File: config.mk
export PLATFORM = sky130hd
export DESIGN_NAME = sack_receive_window_tracker
export DESIGN_NICKNAME = d
export VERILOG_FILES = /design/src/sv/srwt_pkg.sv /design/src/sv/sack_receive_window_tracker.sv
export SDC_FILE = /design/constraint.sdc
export NUM_CORES = 1
export LEC_CHECK = 0
export ABC_AREA = 1
export BUFFER_PORTS_ARGS = -buffer_cell sky130_fd_sc_hd__buf_2
export CAP_MARGIN = 20
export CORE_UTILIZATION = 25
export DETAILED_ROUTE_END_ITERATION = 8
export SYNTH_ARGS = -nofsm -noshare
export SYNTH_HDL_FRONTEND = slang
export SYNTH_SLANG_ARGS = --single-unit
export TNS_END_PERCENT = 20
File: constraint.sdc
create_clock -name clk -period 9.52 [get_ports clk]
set_input_delay 0.952 -clock clk [delete_from_list [all_inputs] [get_ports clk]]
set_output_delay 0.952 -clock clk [all_outputs]
set_load 0.02 [all_outputs]
File: src/sv/srwt_pkg.sv
// Package with the constants, codes and item types of the SACK receive window tracker.
package srwt_pkg;

    localparam int SLOT_W      = 5;
    localparam int SLOT_COUNT  = 1 << SLOT_W;
    localparam int MAX_RANGES  = 3;
    localparam int CNT_W       = $clog2(MAX_RANGES + 1);
    localparam int RIDX_W      = (MAX_RANGES > 1) ? $clog2(MAX_RANGES) : 1;
    localparam int OFS_W       = 5;
    localparam int SEQ_W       = 32;
    localparam int CFG_IDX_W   = 1;
    localparam int CFG_DATA_W  = 5;

    localparam logic [OFS_W-1:0]     WINDOW_RESET = 5'd20;

    localparam logic [CFG_IDX_W-1:0] REG_WINDOW = 1'b0;
    localparam logic [CFG_IDX_W-1:0] REG_ENABLE = 1'b1;

    localparam logic [1:0] CMD_MARK    = 2'd0;
    localparam logic [1:0] CMD_CONSUME = 2'd1;
    localparam logic [1:0] CMD_REPORT  = 2'd2;
    localparam logic [1:0] CMD_NONE    = 2'd3;

    typedef enum logic [2:0] {
        S_IDLE,
        S_START,
        S_CONS,
        S_REP,
        S_BASE_RD,
        S_BASE_EV,
        S_OUT
    } state_t;

    typedef struct packed {
        logic [1:0]              cmd;
        logic signed [SEQ_W-1:0] frag_sequence;
        logic                    payload_ok;
        logic [OFS_W-1:0]        consume_limit;
    } in_item_t;

    typedef struct packed {
        logic [30:0]      base_sequence;
        logic             marked;
        logic [OFS_W-1:0] consumed_count;
        logic             data_ready;
        logic             range_valid;
        logic [OFS_W-1:0] range_start;
        logic [OFS_W-1:0] range_length;
        logic             last;
    } out_item_t;

endpackage

File: src/sv/sack_receive_window_tracker.sv
// Top level of the SACK receive window tracker: slot tag memory, probe sequencer and result stage.
//
// Usage: one item enters on in_valid/in_ready and carries a command: mark a received
// fragment, consume the contiguous run at the read base, or build an acknowledge report.
// Each item gives one result on out_valid/out_ready, or one result per selective range
// for a report that finds ranges; the final result of an item has last set.
// The block works on one item at a time; in_ready is high only while it is idle.
// A mark, a disabled channel or an unused command passes from acceptance through the start,
// base read and base evaluation states to the result; a consume first probes up to
// receive_window slots and a report up to receive_window minus the resume offset, one
// slot per cycle through the single read port of the tag memory.
// Slot tags live in a synchronous memory; a valid bit per slot, cleared at reset and on
// any write of channel_enable, stands for the all-ones reset tag, so there is no
// clearing pass. The user must write the configuration port only while the block is
// idle; the block itself does not enforce it.
// When the receiver stalls, the result holds on out_item and no new item is taken.
module sack_receive_window_tracker
    import srwt_pkg::*;
(
    input  logic                 clk,
    input  logic                 rst_n,
    input  logic                 in_valid,
    output logic                 in_ready,
    input  in_item_t             in_item,
    output logic                 out_valid,
    input  logic                 out_ready,
    output out_item_t            out_item,
    input  logic                 cfg_write,
    input  logic [CFG_IDX_W-1:0] cfg_index,
    input  logic [CFG_DATA_W-1:0] cfg_data
);

    // Control and configuration state.
    state_t            state_reg, state_next;
    logic [SEQ_W-1:0]  read_base_reg, read_base_next;
    logic [OFS_W-1:0]  scan_resume_reg, scan_resume_next;
    logic [OFS_W-1:0]  window_reg;
    logic              enable_reg;
    logic [SLOT_COUNT-1:0] slot_vld_reg;

    // Item registers.
    logic [1:0]        cmd_reg;
    logic [SEQ_W-1:0]  seq_reg;
    logic              ok_reg;
    logic [OFS_W-1:0]  limit_reg;

    // Scan and result registers.
    logic              marked_reg, marked_next;
    logic [OFS_W-1:0]  consumed_reg, consumed_next;
    logic [OFS_W-1:0]  idx_reg, idx_next;
    logic              in_run_reg, in_run_next;
    logic [OFS_W-1:0]  cur_start_reg, cur_start_next;
    logic [OFS_W-1:0]  cur_len_reg, cur_len_next;
    logic [CNT_W-1:0]  cnt_reg, cnt_next;
    logic [CNT_W-1:0]  out_k_reg, out_k_next;
    logic              data_ready_reg, data_ready_next;
    logic [OFS_W-1:0]  start_arr [MAX_RANGES];
    logic [OFS_W-1:0]  len_arr [MAX_RANGES];
    logic              rec_we;
    logic [OFS_W-1:0]  rec_start, rec_len;

    // Tag memory and its read side.
    logic [SEQ_W-1:0]  tag_mem [SLOT_COUNT];
    logic [SEQ_W-1:0]  rd_data_reg;
    logic              rd_vld_reg;
    logic [SEQ_W-1:0]  probe_reg;
    logic [OFS_W-1:0]  rd_off;
    logic [SEQ_W-1:0]  probe_seq;
    logic              mem_we;
    logic              slot_hit;

    // Decoded conditions.
    logic              is_active;
    logic              is_report;
    logic              enable_wr;
    logic              in_win;
    logic [OFS_W-1:0]  cons_run;
    logic              cons_more;
    logic [OFS_W-1:0]  taken;
    logic [OFS_W-1:0]  rep_i_n;
    logic              rep_end;
    logic              rep_full;
    logic              rep_close;
    logic              rep_run_after;
    logic [OFS_W-1:0]  rep_start_after;
    logic [OFS_W-1:0]  rep_len_after;
    logic              rep_done;
    logic [CNT_W-1:0]  cnt_inc;
    logic              res_last;

    assign is_active = enable_reg && (cmd_reg != CMD_NONE);
    assign is_report = enable_reg && (cmd_reg == CMD_REPORT);
    assign enable_wr = cfg_write && (cfg_index == REG_ENABLE);

    assign probe_seq = read_base_reg + {{(SEQ_W-OFS_W){1'b0}}, rd_off};
    assign slot_hit  = rd_vld_reg && (rd_data_reg == probe_reg);

    // A mark is tagged when the payload is good and the sequence is not negative and lies inside the window.
    assign in_win = !seq_reg[SEQ_W-1] && ok_reg
                    && ({1'b0, seq_reg} >= {1'b0, read_base_reg})
                    && ({1'b0, seq_reg} < ({1'b0, read_base_reg}
                        + {{(SEQ_W+1-OFS_W){1'b0}}, window_reg}));

    assign cons_run  = slot_hit ? (idx_reg + OFS_W'(1)) : idx_reg;
    assign cons_more = slot_hit && (cons_run < window_reg);
    assign taken     = (cons_run < limit_reg) ? cons_run : limit_reg;

    // One report scan step at offset idx_reg.
    assign cnt_inc   = cnt_reg + CNT_W'(1);
    assign rep_close = !slot_hit && in_run_reg;
    assign rep_full  = rep_close && (cnt_inc == CNT_W'(MAX_RANGES));
    assign rep_i_n   = idx_reg + OFS_W'(1);
    assign rep_end   = !rep_full && !(rep_i_n < window_reg);
    assign rep_done  = rep_full || rep_end;
    assign rep_run_after   = slot_hit;
    assign rep_start_after = (slot_hit && !in_run_reg) ? idx_reg : cur_start_reg;
    assign rep_len_after   = slot_hit ? (in_run_reg ? (cur_len_reg + OFS_W'(1)) : OFS_W'(1))
                                      : cur_len_reg;

    assign res_last = !(is_report && (cnt_reg != '0)) || (out_k_reg + CNT_W'(1) == cnt_reg);

    // Next state.
    always_comb
    begin
        state_next = state_reg;
        unique case (state_reg)
            S_IDLE:
            begin
                if (in_valid)
                    state_next = S_START;
            end
            S_START:
            begin
                priority if (!is_active || cmd_reg == CMD_MARK)
                    state_next = S_BASE_RD;
                else if (cmd_reg == CMD_CONSUME)
                    state_next = (window_reg == '0) ? S_BASE_RD : S_CONS;
                else
                    state_next = (scan_resume_reg < window_reg) ? S_REP : S_BASE_RD;
            end
            S_CONS:
            begin
                if (!cons_more)
                    state_next = S_BASE_RD;
            end
            S_REP:
            begin
                if (rep_done)
                    state_next = S_BASE_RD;
            end
            S_BASE_RD: state_next = S_BASE_EV;
            S_BASE_EV: state_next = S_OUT;
            S_OUT:
            begin
                if (out_ready && res_last)
                    state_next = S_IDLE;
            end
            default:   state_next = S_IDLE;
        endcase
    end

    // Handshake and memory controls.
    always_comb
    begin
        in_ready  = 1'b0;
        out_valid = 1'b0;
        mem_we    = 1'b0;
        rd_off    = '0;
        unique case (state_reg)
            S_IDLE:    in_ready = 1'b1;
            S_START:
            begin
                if (is_active && cmd_reg == CMD_MARK)
                    mem_we = in_win;
                if (is_active && cmd_reg == CMD_REPORT)
                    rd_off = scan_resume_reg;
            end
            S_CONS:    rd_off = cons_run;
            S_REP:     rd_off = rep_i_n;
            S_BASE_RD: rd_off = '0;
            S_BASE_EV: rd_off = '0;
            S_OUT:     out_valid = 1'b1;
            default:   rd_off = '0;
        endcase
    end

    // Datapath next values.
    always_comb
    begin
        read_base_next   = read_base_reg;
        scan_resume_next = scan_resume_reg;
        marked_next      = marked_reg;
        consumed_next    = consumed_reg;
        idx_next         = idx_reg;
        in_run_next      = in_run_reg;
        cur_start_next   = cur_start_reg;
        cur_len_next     = cur_len_reg;
        cnt_next         = cnt_reg;
        out_k_next       = out_k_reg;
        data_ready_next  = data_ready_reg;
        rec_we           = 1'b0;
        rec_start        = rep_start_after;
        rec_len          = rep_len_after;
        unique case (state_reg)
            S_START:
            begin
                marked_next   = is_active && (cmd_reg == CMD_MARK) && in_win;
                consumed_next = '0;
                cnt_next      = '0;
                in_run_next   = 1'b0;
                idx_next      = (cmd_reg == CMD_REPORT) ? scan_resume_reg : '0;
                if (is_report && !(scan_resume_reg < window_reg))
                    scan_resume_next = OFS_W'(1);
            end
            S_CONS:
            begin
                if (cons_more)
                    idx_next = cons_run;
                else
                begin
                    consumed_next  = taken;
                    read_base_next = read_base_reg + {{(SEQ_W-OFS_W){1'b0}}, taken};
                    if (taken > OFS_W'(1))
                        scan_resume_next = OFS_W'(1);
                end
            end
            S_REP:
            begin
                in_run_next    = rep_run_after;
                cur_start_next = rep_start_after;
                cur_len_next   = rep_len_after;
                // A gap closes the open range; reaching the window end closes it too.
                if (rep_close)
                begin
                    rec_we    = 1'b1;
                    rec_start = cur_start_reg;
                    rec_len   = cur_len_reg;
                    cnt_next  = cnt_inc;
                end
                else if (rep_end && rep_run_after)
                begin
                    rec_we   = 1'b1;
                    cnt_next = cnt_inc;
                end
                if (rep_full)
                    scan_resume_next = idx_reg;
                else if (rep_end)
                    scan_resume_next = OFS_W'(1);
                else
                    idx_next = rep_i_n;
            end
            S_BASE_EV:
            begin
                data_ready_next = slot_hit;
                out_k_next      = '0;
            end
            S_OUT:
            begin
                if (out_ready)
                    out_k_next = out_k_reg + CNT_W'(1);
            end
            default:
            begin
                rec_we = 1'b0;
            end
        endcase
        // Any write of the enable returns the window state to reset.
        if (enable_wr)
        begin
            read_base_next   = '0;
            scan_resume_next = '0;
        end
    end

    // Control registers and configuration.
    always_ff @(posedge clk or negedge rst_n)
    begin
        if (!rst_n)
        begin
            state_reg       <= S_IDLE;
            read_base_reg   <= '0;
            scan_resume_reg <= '0;
            window_reg      <= WINDOW_RESET;
            enable_reg      <= 1'b0;
            slot_vld_reg    <= '0;
            rd_vld_reg      <= 1'b0;
            out_k_reg       <= '0;
            cnt_reg         <= '0;
            in_run_reg      <= 1'b0;
        end
        else
        begin
            state_reg       <= state_next;
            read_base_reg   <= read_base_next;
            scan_resume_reg <= scan_resume_next;
            out_k_reg       <= out_k_next;
            cnt_reg         <= cnt_next;
            in_run_reg      <= in_run_next;
            rd_vld_reg      <= slot_vld_reg[probe_seq[SLOT_W-1:0]];
            if (enable_wr)
                slot_vld_reg <= '0;
            else if (mem_we)
                slot_vld_reg[seq_reg[SLOT_W-1:0]] <= 1'b1;
            if (cfg_write)
            begin
                unique case (cfg_index)
                    REG_WINDOW: window_reg <= cfg_data;
                    REG_ENABLE: enable_reg <= cfg_data[0];
                    default:    window_reg <= window_reg;
                endcase
            end
        end
    end

    // Payload registers.
    always_ff @(posedge clk)
    begin
        if (in_valid && in_ready)
        begin
            cmd_reg   <= in_item.cmd;
            seq_reg   <= in_item.frag_sequence;
            ok_reg    <= in_item.payload_ok;
            limit_reg <= in_item.consume_limit;
        end
        marked_reg     <= marked_next;
        consumed_reg   <= consumed_next;
        idx_reg        <= idx_next;
        cur_start_reg  <= cur_start_next;
        cur_len_reg    <= cur_len_next;
        data_ready_reg <= data_ready_next;
        if (rec_we)
        begin
            start_arr[cnt_reg[RIDX_W-1:0]] <= rec_start;
            len_arr[cnt_reg[RIDX_W-1:0]]   <= rec_len;
        end
    end

    // Tag memory: one write port, one registered read port.
    always_ff @(posedge clk)
    begin
        if (mem_we)
            tag_mem[seq_reg[SLOT_W-1:0]] <= seq_reg;
        rd_data_reg <= tag_mem[probe_seq[SLOT_W-1:0]];
        probe_reg   <= probe_seq;
    end

    // Result fields.
    always_comb
    begin
        out_item.base_sequence  = read_base_reg[30:0];
        out_item.data_ready     = data_ready_reg;
        out_item.last           = res_last;
        if (is_report && (cnt_reg != '0))
        begin
            out_item.marked         = 1'b0;
            out_item.consumed_count = '0;
            out_item.range_valid    = 1'b1;
            out_item.range_start    = start_arr[out_k_reg[RIDX_W-1:0]];
            out_item.range_length   = len_arr[out_k_reg[RIDX_W-1:0]];
        end
        else
        begin
            out_item.marked         = marked_reg;
            out_item.consumed_count = consumed_reg;
            out_item.range_valid    = 1'b0;
            out_item.range_start    = '0;
            out_item.range_length   = '0;
        end
    end

endmodule

Word-level counts from Yosys, hierarchy flattened
Memory sizes are Yosys's and may differ from the RTL's. A register that Yosys moved wholly into a read port is not among the register bits.
Index checks and enable logic that the tools add are counted.
Operators by class
  reductions and logical operators: 52
  equal/unequal tests: 26
  bitwise logic cells: 2
  add/sub/neg operators: 7
  multiplexer cells: 62
  magnitude comparators: 10
Operators with widths (number)
  32-bit 2-to-1 mux: 5
  5-bit 2-to-1 mux: 21
  32-bit by 5-bit adder with 32-bit output: 2
  5-bit one-hot mux with 3 select lines: 3
  32-bit by 5-bit adder with 33-bit output: 1
  32-bit by 33-bit less-than comparator with 1-bit output: 1
  32-bit equality test: 1
  32-bit greater-or-equal comparator: 1
  32-bit OR: 1
  3-bit 2-to-1 mux: 8
  1-bit logical AND: 21
  3-bit one-hot mux with 7 select lines: 1
  5-bit less-than comparator: 4
  2-bit inequality test (second input constant): 10
  1-bit 2-to-1 mux: 13
  5-bit by 6-bit less-than comparator with 1-bit output (second input constant): 2
  3-bit inequality test (second input constant): 4
  2-bit AND reduction: 6
  2-bit nonzero test: 6
  11-bit 2-to-1 mux: 1
  5-bit by 1-bit adder with 5-bit output (second input constant): 2
  5-bit one-hot mux with 2 select lines: 1
  3-bit equality test (second input constant): 3
  1-bit zero test: 8
  24 further kinds: 33
Word-level totals
  output and inout bits: 52
  bits in registers: 178
  memories kept: 3
  input bits: 51
  memory bits (writable): 1054
  logic and storage cells: 183
Memory list
  tag_mem: words 32, bits a word 32, rd ports 1, clocked after Yosys merged registers in 1, write ports 1, line sack_receive_window_tracker.sv:63  | logic [SEQ_W-1:0] tag_mem [SLOT_COUNT];
  len_arr: words 3, bits a word 5, rd ports 1, clocked after Yosys merged registers in 0, write ports 1, line sack_receive_window_tracker.sv:58  | logic [OFS_W-1:0] len_arr [MAX_RANGES];
  start_arr: words 3, bits a word 5, rd ports 1, clocked after Yosys merged registers in 0, write ports 1, line sack_receive_window_tracker.sv:57  | logic [OFS_W-1:0] start_arr [MAX_RANGES];

Depth between registers and ports, before layout
Gate-level depths: netlist of run 1.
  word-level depth: 13
  mapped depth: 30
  mapped depth without buffers: 30

Least setup slack after synthesis of run 1
OpenSTA, ideal clock, no wires.
  kind: register to register
  start point: register rd_data_reg[15] (read register of tag_mem)
  end point: register read_base_reg[16]
  required time: 9425 ps
  stages on the path, launching flop included: 31
  clock period less this slack: 4507 ps
  slack: 5013 ps
  data arrival time: 4412 ps
  path buffers: 0
  library setup time: 95 ps
  cell sequence: dfxtp_1 -> inv_1 -> nand2_1 -> nand2_1 -> nor2_1 -> nand2_1 -> nor2_1 -> nand2_1 -> nor2_1 -> nand2_2 -> or2_0 -> o21ai_0 -> inv_1 -> ha_1 -> a21oi_1 -> nor2_1 -> a211oi_1 -> nand2_2 -> nand2_1 -> o21a_1 -> ha_1 -> inv_1 -> fa_1 -> inv_1 -> nand2_1 -> o21ai_0 -> nand2_1 -> o21ai_0 -> nand2_1 -> xor2_1 -> o31ai_1
On the way
  word-level cells in the longest chain between the ends: 9
  elaborated cells on any way between the ends: 13
  classes of those cells: add/sub (1); order compare (2); eq/ne (2); mux (5); reduce/logical (3)
Ends and longest elaborated chain
  start, declared: line sack_receive_window_tracker.sv:64  | logic [SEQ_W-1:0] rd_data_reg;
  32-bit equality test *: line sack_receive_window_tracker.sv:96  | assign slot_hit = rd_vld_reg && (rd_data_reg == probe_reg);
  1-bit logical AND *: line sack_receive_window_tracker.sv:96
  5-bit 2-to-1 mux *: line sack_receive_window_tracker.sv:104  | assign cons_run = slot_hit ? (idx_reg + OFS_W'(1)) : idx_reg;
  5-bit less-than comparator: line sack_receive_window_tracker.sv:106  | assign taken = (cons_run < limit_reg) ? cons_run : limit_reg;
  5-bit 2-to-1 mux *: line sack_receive_window_tracker.sv:106
  named net taken[0]: line sack_receive_window_tracker.sv:79  | logic [OFS_W-1:0] taken;
  32-bit by 5-bit adder with 32-bit output *: line sack_receive_window_tracker.sv:222  | read_base_next = read_base_reg + {{(SEQ_W-OFS_W){1'b0}}, taken};
  32-bit 2-to-1 mux *: line sack_receive_window_tracker.sv:217  | if (cons_more)
  32-bit 2-to-1 mux *: line sack_receive_window_tracker.sv:204  | unique case (state_reg)
  32-bit 2-to-1 mux *: line sack_receive_window_tracker.sv:268  | if (enable_wr)
  end signal, assigned: line sack_receive_window_tracker.sv:294  | read_base_reg <= read_base_next;
  end, declared: line sack_receive_window_tracker.sv:35  | logic [SEQ_W-1:0] read_base_reg, read_base_next;
Mark *: on every way through the listed nets, which the timed path passes. The rest lies on a longest branch. The select of a mux whose other input is x is not followed.
A chain may end at the register's enable or synchronous reset.

Final worst setup path of run 1
  start point: register rd_data_reg[13] (read register of tag_mem)
  end point: register rd_data_reg[27] (read register of tag_mem)
On the way
  word-level cells in the longest chain between the ends: 5
Ends and longest elaborated chain
  32-bit equality test: line sack_receive_window_tracker.sv:96
  1-bit logical AND: line sack_receive_window_tracker.sv:96
  5-bit 2-to-1 mux: line sack_receive_window_tracker.sv:104
  5-bit one-hot mux with 3 select lines: line sack_receive_window_tracker.sv:169  | unique case (state_reg)
  32-bit by 5-bit adder with 32-bit output: line sack_receive_window_tracker.sv:95  | assign probe_seq = read_base_reg + {{(SEQ_W-OFS_W){1'b0}}, rd_off};
Every way passes these cells.

==> results.py, run 1 <==
metrics = {
    "status": {
        "status": "complete, no violations",
    },
    "cts": {
        "h-tree-depth": 4,
        "clkSlewWorstSetupHoldPaths_ns": 0.06,
        "cts_tree": "done",
        "ctsResizeCount": 0,
        "worstSkewPairLatency_ns": 0.78,
        "clockBufferDepth": 3,
        "ctsHoldBuffers": 0,
        "cts-root-buf": "clkbuf_16",
        "post_cts_buffers": 0,
        "cts.sinks": 1264,
        "cts_buffers": 135,
    },
    "worst_hold_path": {
        "holdCritPathClass": "primary input to asynchronous set/reset pin",
    },
    "final_layout": {
        "drive_gt1_share_pct": 9.99,
        "final_cell_mix": "1,116 x edfxtp_1, 814 x nor2_1, 714 x o21ai_0, 386 x nand2_1, 323 x o22ai_1",
        "fin_util_pct": 28.8,
        "stdcell_area_um2": 61900,
        "finalNetCount": 4881,
        "largest_register_ffs": 1024,
        "final_common_cell": "edfxtp_1",
        "synthToLayoutAreaGrowth_pct": 14.5,
    },
    "die": {
        "fp.dieArea_um2": 218000,
        "die-width_um": 467,
        "die_h_um": 467,
        "rows": 170,
        "ioPinCount": 103,
        "core_area_um2": 215000,
        "initial_utilization_pct": 25.2,
    },
    "detailed_routing": {
        "wire_per_inst_um": 22.1,
        "drc": 0,
        "viasPerCell": 4.90,
        "first_pass_iters": 8,
        "drt-met1-wl_um": 70700,
        "wl_met3_um": 14600,
        "wirelength_um": 170000,
        "drtIter0Drc": 4411,
        "top_layer": "met5",
        "dr_total_vias": 37600,
        "dr_wl_met2_um": 78600,
        "ant_nets": 0,
    },
    "setup_path": {
        "crit_path_max_fanout": 165,
        "crit_type": "register to register",
        "critical_path_arrival_ns": 7.68,
        "cp.required_ns": 10.20,
        "path_cells": "inv_1 -> nand2_1 -> nand2_1 -> nor2_1 -> nand2_1 -> nor2_1 -> nand2_1 -> nor2_1 -> nor2_1 -> nor2_1 -> a22oi_1 -> o21ai_0 -> inv_1 -> fa_4 -> inv_8 -> buf_4 -> o21ai_0 -> o22ai_1 -> nor2_1 -> o22ai_1 -> nand2_1 -> nand2_1",
        "slowest_delay_ns": 0.93,
        "cp_slowest_cell": "fa_4",
        "endpoint_kind": "register",
        "worst_setup_path_start_kind": "register",
    },
    "synthesis": {
        "syn_area_um2": 54100,
        "syn_nets": 4842,
        "netlist_instances": 4687,
        "avgSynthCellArea_um2": 11.5,
        "synth.distinct_cells": 63,
        "ys_seq_area_share_pct": 68.2,
        "synth_top_cell_by_area": "edfxtp_1",
        "ys_ff_latch": 1264,
        "synthTopCellsByArea": "edfxtp_1 62%, o21ai_0 6.6%, nor2_1 5.7%, dfrtp_1 3.8%, o22ai_1 3.7%",
        "yosys_warnings": 0,
        "yosysTopAreaCellShare_pct": 61.9,
    },
    "power": {
        "vdd_drop_max_mv": 0.350,
        "p_leak_nw": 21.2,
        "finalPower_w": 0.0180,
        "power_density_nw_per_um2": 291,
    },
    "timing": {
        "worstMarginPinSlew_ns": 1.23,
        "grt_setup_unrepaired": "no",
        "min_period_ns": 7.01,
        "finalSetupTns_ns": 0,
        "post-route-period-util_pct": 73.6,
        "clock_skew_ns": 0.0550,
        "timing_hold_violations_final": 0,
        "setup_viol": 0,
        "max_freq_mhz": 143,
        "slew_headroom_pct": 17.9,
        "drv_slew": 0,
    },
    "global_route": {
        "track_usage_pct": 15.1,
        "antenna_found_initial": 5,
        "grt.overflow.total": 0,
        "grt_pass1_wl_um": 246000,
        "grt_max_degree": 187,
        "first_global_vias": 36300,
    },
    "placed_design": {
        "port-buffer-count": 102,
        "dp_hpwl_um": 97100,
        "gp_congestion": 0.895,
        "place_area_um2": 57700,
    },
    "job": {
        "max-cap-violations": 0,
    },
}
through the flow:
step	hold slack [ns]	worst slack, ns	std cells
2_1_floorplan	0.442	5.01	4687
3_3_place_gp	0.461	2.77	7420
3_5_place_dp	0.489	2.76	7425
4_1_cts	0.122	2.74	7670
5_1_grt	0.159	2.11	7674
6_report	0.148	2.51	7674
critical path, delay by kind of cell, from the launching register on:
| family | cells | cell delay (ns) |
|---|---|---|
| adders and majority gates | 1 | 0.93 |
| buffers and inverters | 4 | 1.73 |
| and+or+nand+nor | 12 | 2.09 |
| DFF | 1 | 0.65 |
| AOI/OAI and AO/OA | 5 | 1.08 |
worst paths after layout:
path / slack (ns) / cells after the start / start / end
hold reg to reg: 0.50 / 2 / scan_resume_reg[0]$_DFFE_PN0P_ / scan_resume_reg[0]$_DFFE_PN0P_
setup reg to reg: 2.51 / 22 / rd_data_reg[13]$_DFF_P_ / rd_data_reg[27]$_DFF_P_
hold / removal: 0.15 / 1 / rst_n / state_reg[1]$_DFFE_PN0P_
min in group clk: 0.37 / 1 / in_item[2] / limit_reg[2]$_DFFE_PP_
setup / recovery: 2.51 / 22 / rd_data_reg[13]$_DFF_P_ / rd_data_reg[27]$_DFF_P_
max in group asynchronous: 8.20 / 2 / rst_n / slot_vld_reg[3]$_DFFE_PN0P_
logic make-up after synthesis:
kind of cell | Yosys count | share of synthesized area, %
AOI/OAI and AO/OA | 1239 | 12.6
xor gates and xnor gates | 99 | 1.60
adders and majority gates | 104 | 2.45
buffers and inverters | 580 | 4.47
DFF | 1264 | 68.2
muxes | 4 | 0.0832
and+or+nand+nor | 1397 | 10.6
where the power goes:
group	leakage, nW	switching [W]	internal [W]	total [W]
sequential	11.7	0.000179	0.00639	0.00657
combinational	7.42	0.00461	0.00186	0.00647
clock	2.01	0.00221	0.00277	0.00498
layout make-up:
cell class	instances	area (um2)
timing repair buffer	198	1400
clock buffer	174	3550
sequential	1264	36900
clock inverter	71	596
antenna	2	5.00
multi-input combinational	2843	14900
tap	2838	3550
fill	21900	153000
inverter	284	1090
per-layer routing:
layer	vias up	global-route usage, %
li1	16900	-
met1	18700	20.1
met2	1740	24.2
met3	304	3.19
met4	4	5.24
met5	-	0
cells in the mapped netlist, drive strengths merged:
cell type and n:
clkbuf 209, o221ai 2, a21oi 125, ha 101
nor3b 1, fa 3, o211ai 2, nand4 57
a211oi 2, nor3 22, o21a 3, a31o 1
dfxtp 64, nand3b 2, and2 1, clkinv 5
a21boi 2, o311ai 1, o21ai 728, nor4b 1
mux2 4, nand2 396, dfrtp 82, a31oi 5
buf 85, nor2 824, o31ai 33, or2 5
dfstp 2, o22ai 323, o21bai 2, nand3 75
xnor2 10, a221oi 4, xor2 89, and3 2
a22oi 4, a21o 2, edfxtp 1116, nor4 11
inv 279, dlygate4sd3 2
No activity file was read; power rests on OpenSTA's default activity.
==> inputs of run 2 (changes only) <==
--- a/config.mk
+++ b/config.mk
@@ -5,7 +5,7 @@
 export SDC_FILE = /design/constraint.sdc
 export NUM_CORES = 1
 export LEC_CHECK = 0
-export ABC_AREA = 1
+export ABC_AREA = 0
 export BUFFER_PORTS_ARGS = -buffer_cell sky130_fd_sc_hd__buf_2
 export CAP_MARGIN = 20
 export CORE_UTILIZATION = 25
==> constraint.sdc (replaced) <==
create_clock -name clk -period 7.13 [get_ports clk]
set_input_delay 0.713 -clock clk [delete_from_list [all_inputs] [get_ports clk]]
set_output_delay 0.713 -clock clk [all_outputs]
set_load 0.02 [all_outputs]
==> results.py, run 2 <==
metrics = {
    "synthesis": {
        "syn_area_um2": 52400,
        "synth.distinct_cells": 73,
        "synth_top_cell_by_area": "edfxtp_1",
        "synth_commonest_cells": "1,116 x edfxtp_1, 330 x mux4_2, 163 x nand2_1, 102 x xnor2_1, 101 x ha_1",
        "avgSynthCellArea_um2": 18.6,
        "yosysTopAreaCellShare_pct": 64.0,
        "yosys_warnings": 0,
        "ys_seq_area_share_pct": 70.5,
        "ys_ff_latch": 1264,
        "synthTopCellsByArea": "edfxtp_1 64%, mux4_2 14%, dfrtp_1 3.9%, dfxtp_1 2.4%, ha_1 2.4%",
        "yosysMostFrequentCell": "edfxtp_1",
        "synth_edf_count": 1116,
        "netlist_instances": 2814,
        "syn_nets": 2969,
        "ys.flop_type": "edfxtp_1",
        "async_reset_ff_share_pct": 6.65,
    },
    "detailed_routing": {
        "wire_per_inst_um": 23.5,
        "viasPerCell": 4.67,
        "ant_nets": 0,
        "first_pass_iters": 5,
        "wirelength_um": 138000,
        "drc": 0,
        "drtIter0Drc": 3174,
        "dr_total_vias": 27400,
    },
    "global_route": {
        "use_met3_pct": 4.05,
        "antenna_found_initial": 15,
        "gr-usage-met2_pct": 18.3,
        "busiest_layer": "met1",
        "grt_pass1_wl_um": 198000,
        "track_usage_pct": 12.9,
        "first_global_vias": 27400,
        "grt_max_degree": 74,
        "grt.overflow.total": 0,
        "use_met1_pct": 18.8,
    },
    "timing": {
        "max_freq_mhz": 160,
        "post-route-period-util_pct": 87.6,
        "min_period_ns": 6.25,
        "timing_hold_violations_final": 0,
        "setup_slack_ns": 0.881,
        "slew_headroom_pct": 26.2,
        "clock_skew_ns": 0.0614,
        "worstMarginPinSlew_ns": 1.11,
        "drv_slew": 0,
        "setup_viol": 0,
        "grt_setup_unrepaired": "no",
    },
    "setup_path": {
        "cp_slowest_cell": "a2111oi_2",
        "critical_path_arrival_ns": 6.85,
        "slowest_delay_ns": 0.85,
        "critPathBufInv": 1,
        "endpoint_kind": "register",
        "crit_family": "compound AO/OA/AOI/OAI gates",
        "cp.required_ns": 7.73,
        "crit_path_max_fanout": 19,
        "worstReg2RegStart": "probe_reg[15]$_DFF_P_",
        "r2r_end": "read_base_reg[28]$_DFFE_PN0P_",
        "worstRegToRegCells": 21,
        "crit_start": "probe_reg[15]$_DFF_P_",
        "crit_type": "register to register",
        "worst_setup_path_start_kind": "register",
        "path_cells": "xnor2_1 -> nand4_1 -> nor4_1 -> nand3_2 -> nor2_1 -> xor2_1 -> ha_1 -> nor2b_1 -> o21ai_0 -> nand3b_1 -> o21ai_1 -> mux2_2 -> ha_1 -> inv_1 -> fa_1 -> o21ai_0 -> a21o_1 -> nand2_1 -> a2111oi_2 -> a21oi_1 -> o21a_1",
        "r2r_slack_ns": 0.88,
        "cp.depth": 21,
    },
    "die": {
        "die_h_um": 460,
        "ioPinCount": 103,
        "die-width_um": 460,
        "initial_utilization_pct": 25.2,
        "fp.dieArea_um2": 211000,
        "core_area_um2": 208000,
        "rows": 167,
    },
    "job": {
        "max-cap-violations": 0,
    },
    "final_layout": {
        "nFillCells": 20300,
        "drive_gt1_share_pct": 27.2,
        "final_cell_mix": "1,116 x edfxtp_1, 330 x mux4_2, 162 x nand2_1, 118 x clkbuf_16",
        "synthToLayoutAreaGrowth_pct": 16.1,
        "final_common_cell": "edfxtp_1",
        "largest_register_ffs": 1024,
        "finalNetCount": 3135,
        "final_cells": 5872,
    },
    "cts": {
        "clkSlewWorstSetupHoldPaths_ns": 0.07,
        "cts_tree": "done",
        "h-tree-depth": 3,
        "worstSkewPairLatency_ns": 0.76,
        "ctsResizeCount": 0,
        "cts.sinks": 1264,
        "cts-root-buf": "clkbuf_16",
        "ctsHoldBuffers": 1,
        "clockBufferDepth": 3,
        "post_cts_buffers": 0,
        "cts_buffers": 116,
    },
    "worst_hold_path": {
        "hold_path_depth": 1,
        "holdPathEnd": "seq_reg[29]$_DFFE_PP_",
        "worstHoldStart": "in_item[35]",
        "holdCritPathClass": "primary input to register",
    },
    "placed_design": {
        "post-place-cells": 5647,
        "port-buffer-count": 102,
        "pre_cts_ws_ns": 0.983,
        "gp_congestion": 0.901,
        "dp_hpwl_um": 87700,
    },
    "power": {
        "p_leak_nw": 19.4,
        "power_density_nw_per_um2": 363,
        "vdd_drop_max_mv": 0.312,
        "finalPower_w": 0.0221,
    },
    "status": {
        "status": "complete, no violations",
    },
}
run 2: cell count changes after synthesis, sizes merged, moves of 122 or more:
cell / before / now
nand2: 396 / 164
clkbuf: 209 / 87
mux4: 0 / 330
nor2: 824 / 90
o21ai: 728 / 28
o22ai: 323 / 0
inv: 279 / 56
run 2: cell families (layout without fill, tap and decap cells):
| family | after synthesis | in the layout | synth area share (%) |
|---|---|---|---|
| flip-flops | 1264 | 1264 | 70.5 |
| AND/OR/NAND/NOR | 464 | 464 | 4.44 |
| multiplexers | 396 | 396 | 15.6 |
| AO/OA/AOI/OAI | 249 | 249 | 3.23 |
| buffers and inverters | 228 | 494 | 1.95 |
| XOR/XNOR | 109 | 109 | 1.82 |
| adder cells (fa/ha/maj) | 104 | 104 | 2.53 |
| other | 0 | 4 | 0 |
run 2: power by group:
group          switching [W]  internal (W)  total (W)  leakage (nW)
registers           0.000225       0.00839    0.00862          11.6
logic                0.00381       0.00332    0.00713          5.90
clock network        0.00283       0.00353    0.00635          1.88
total                0.00686        0.0152     0.0221          19.4
run 2: area by class of cell:
| class | count | area, um2 | share of cell area (%) |
|---|---|---|---|
| Sequential cell | 1264 | 36900 | 60.7 |
| Clock inverter | 75 | 766 | 1.26 |
| Antenna cell | 4 | 10.0 | 0.0165 |
| Clock buffer | 143 | 3130 | 5.14 |
| Tap cell | 2788 | 3490 | 5.74 |
| Inverter | 56 | 210 | 0.346 |
| Multi-Input combinational cell | 1322 | 14700 | 24.2 |
| Timing Repair Buffer | 220 | 1590 | 2.61 |
run 2: worst max path at each step:
stage,endpoint,slack (ns)
after CTS,read_base_reg[28]$_DFFE_PN0P_,0.91
after global routing,read_base_reg[22]$_DFFE_PN0P_,0.32
final,read_base_reg[28]$_DFFE_PN0P_,0.88
after global placement,tag_mem[0][17]$_DFFE_PP_,1.05
after floorplan,tag_mem[12][0]$_DFFE_PP_,-0.56
after detailed placement,tag_mem[12][21]$_DFFE_PP_,0.98
run 2: layer usage:
metal	part of all wire, %	up-vias
met3	9.9	195
met1	45	14500
met2	43	1130
met5	0.028	-
met4	2.4	6
li1	-	11600
run 2: per-stage QoR:
stage          hold WS [ns]  TNS [ns]  utilization, %  cell area (um2)
2_1_floorplan         0.417   -549.84               -            52400
3_3_place_gp          0.453         0            27.4            56900
3_5_place_dp          0.462         0            27.4            56900
4_1_cts              0.0702         0            29.3            60800
5_1_grt              0.0833         0            29.3            60800
6_report              0.126         0            29.3            60800
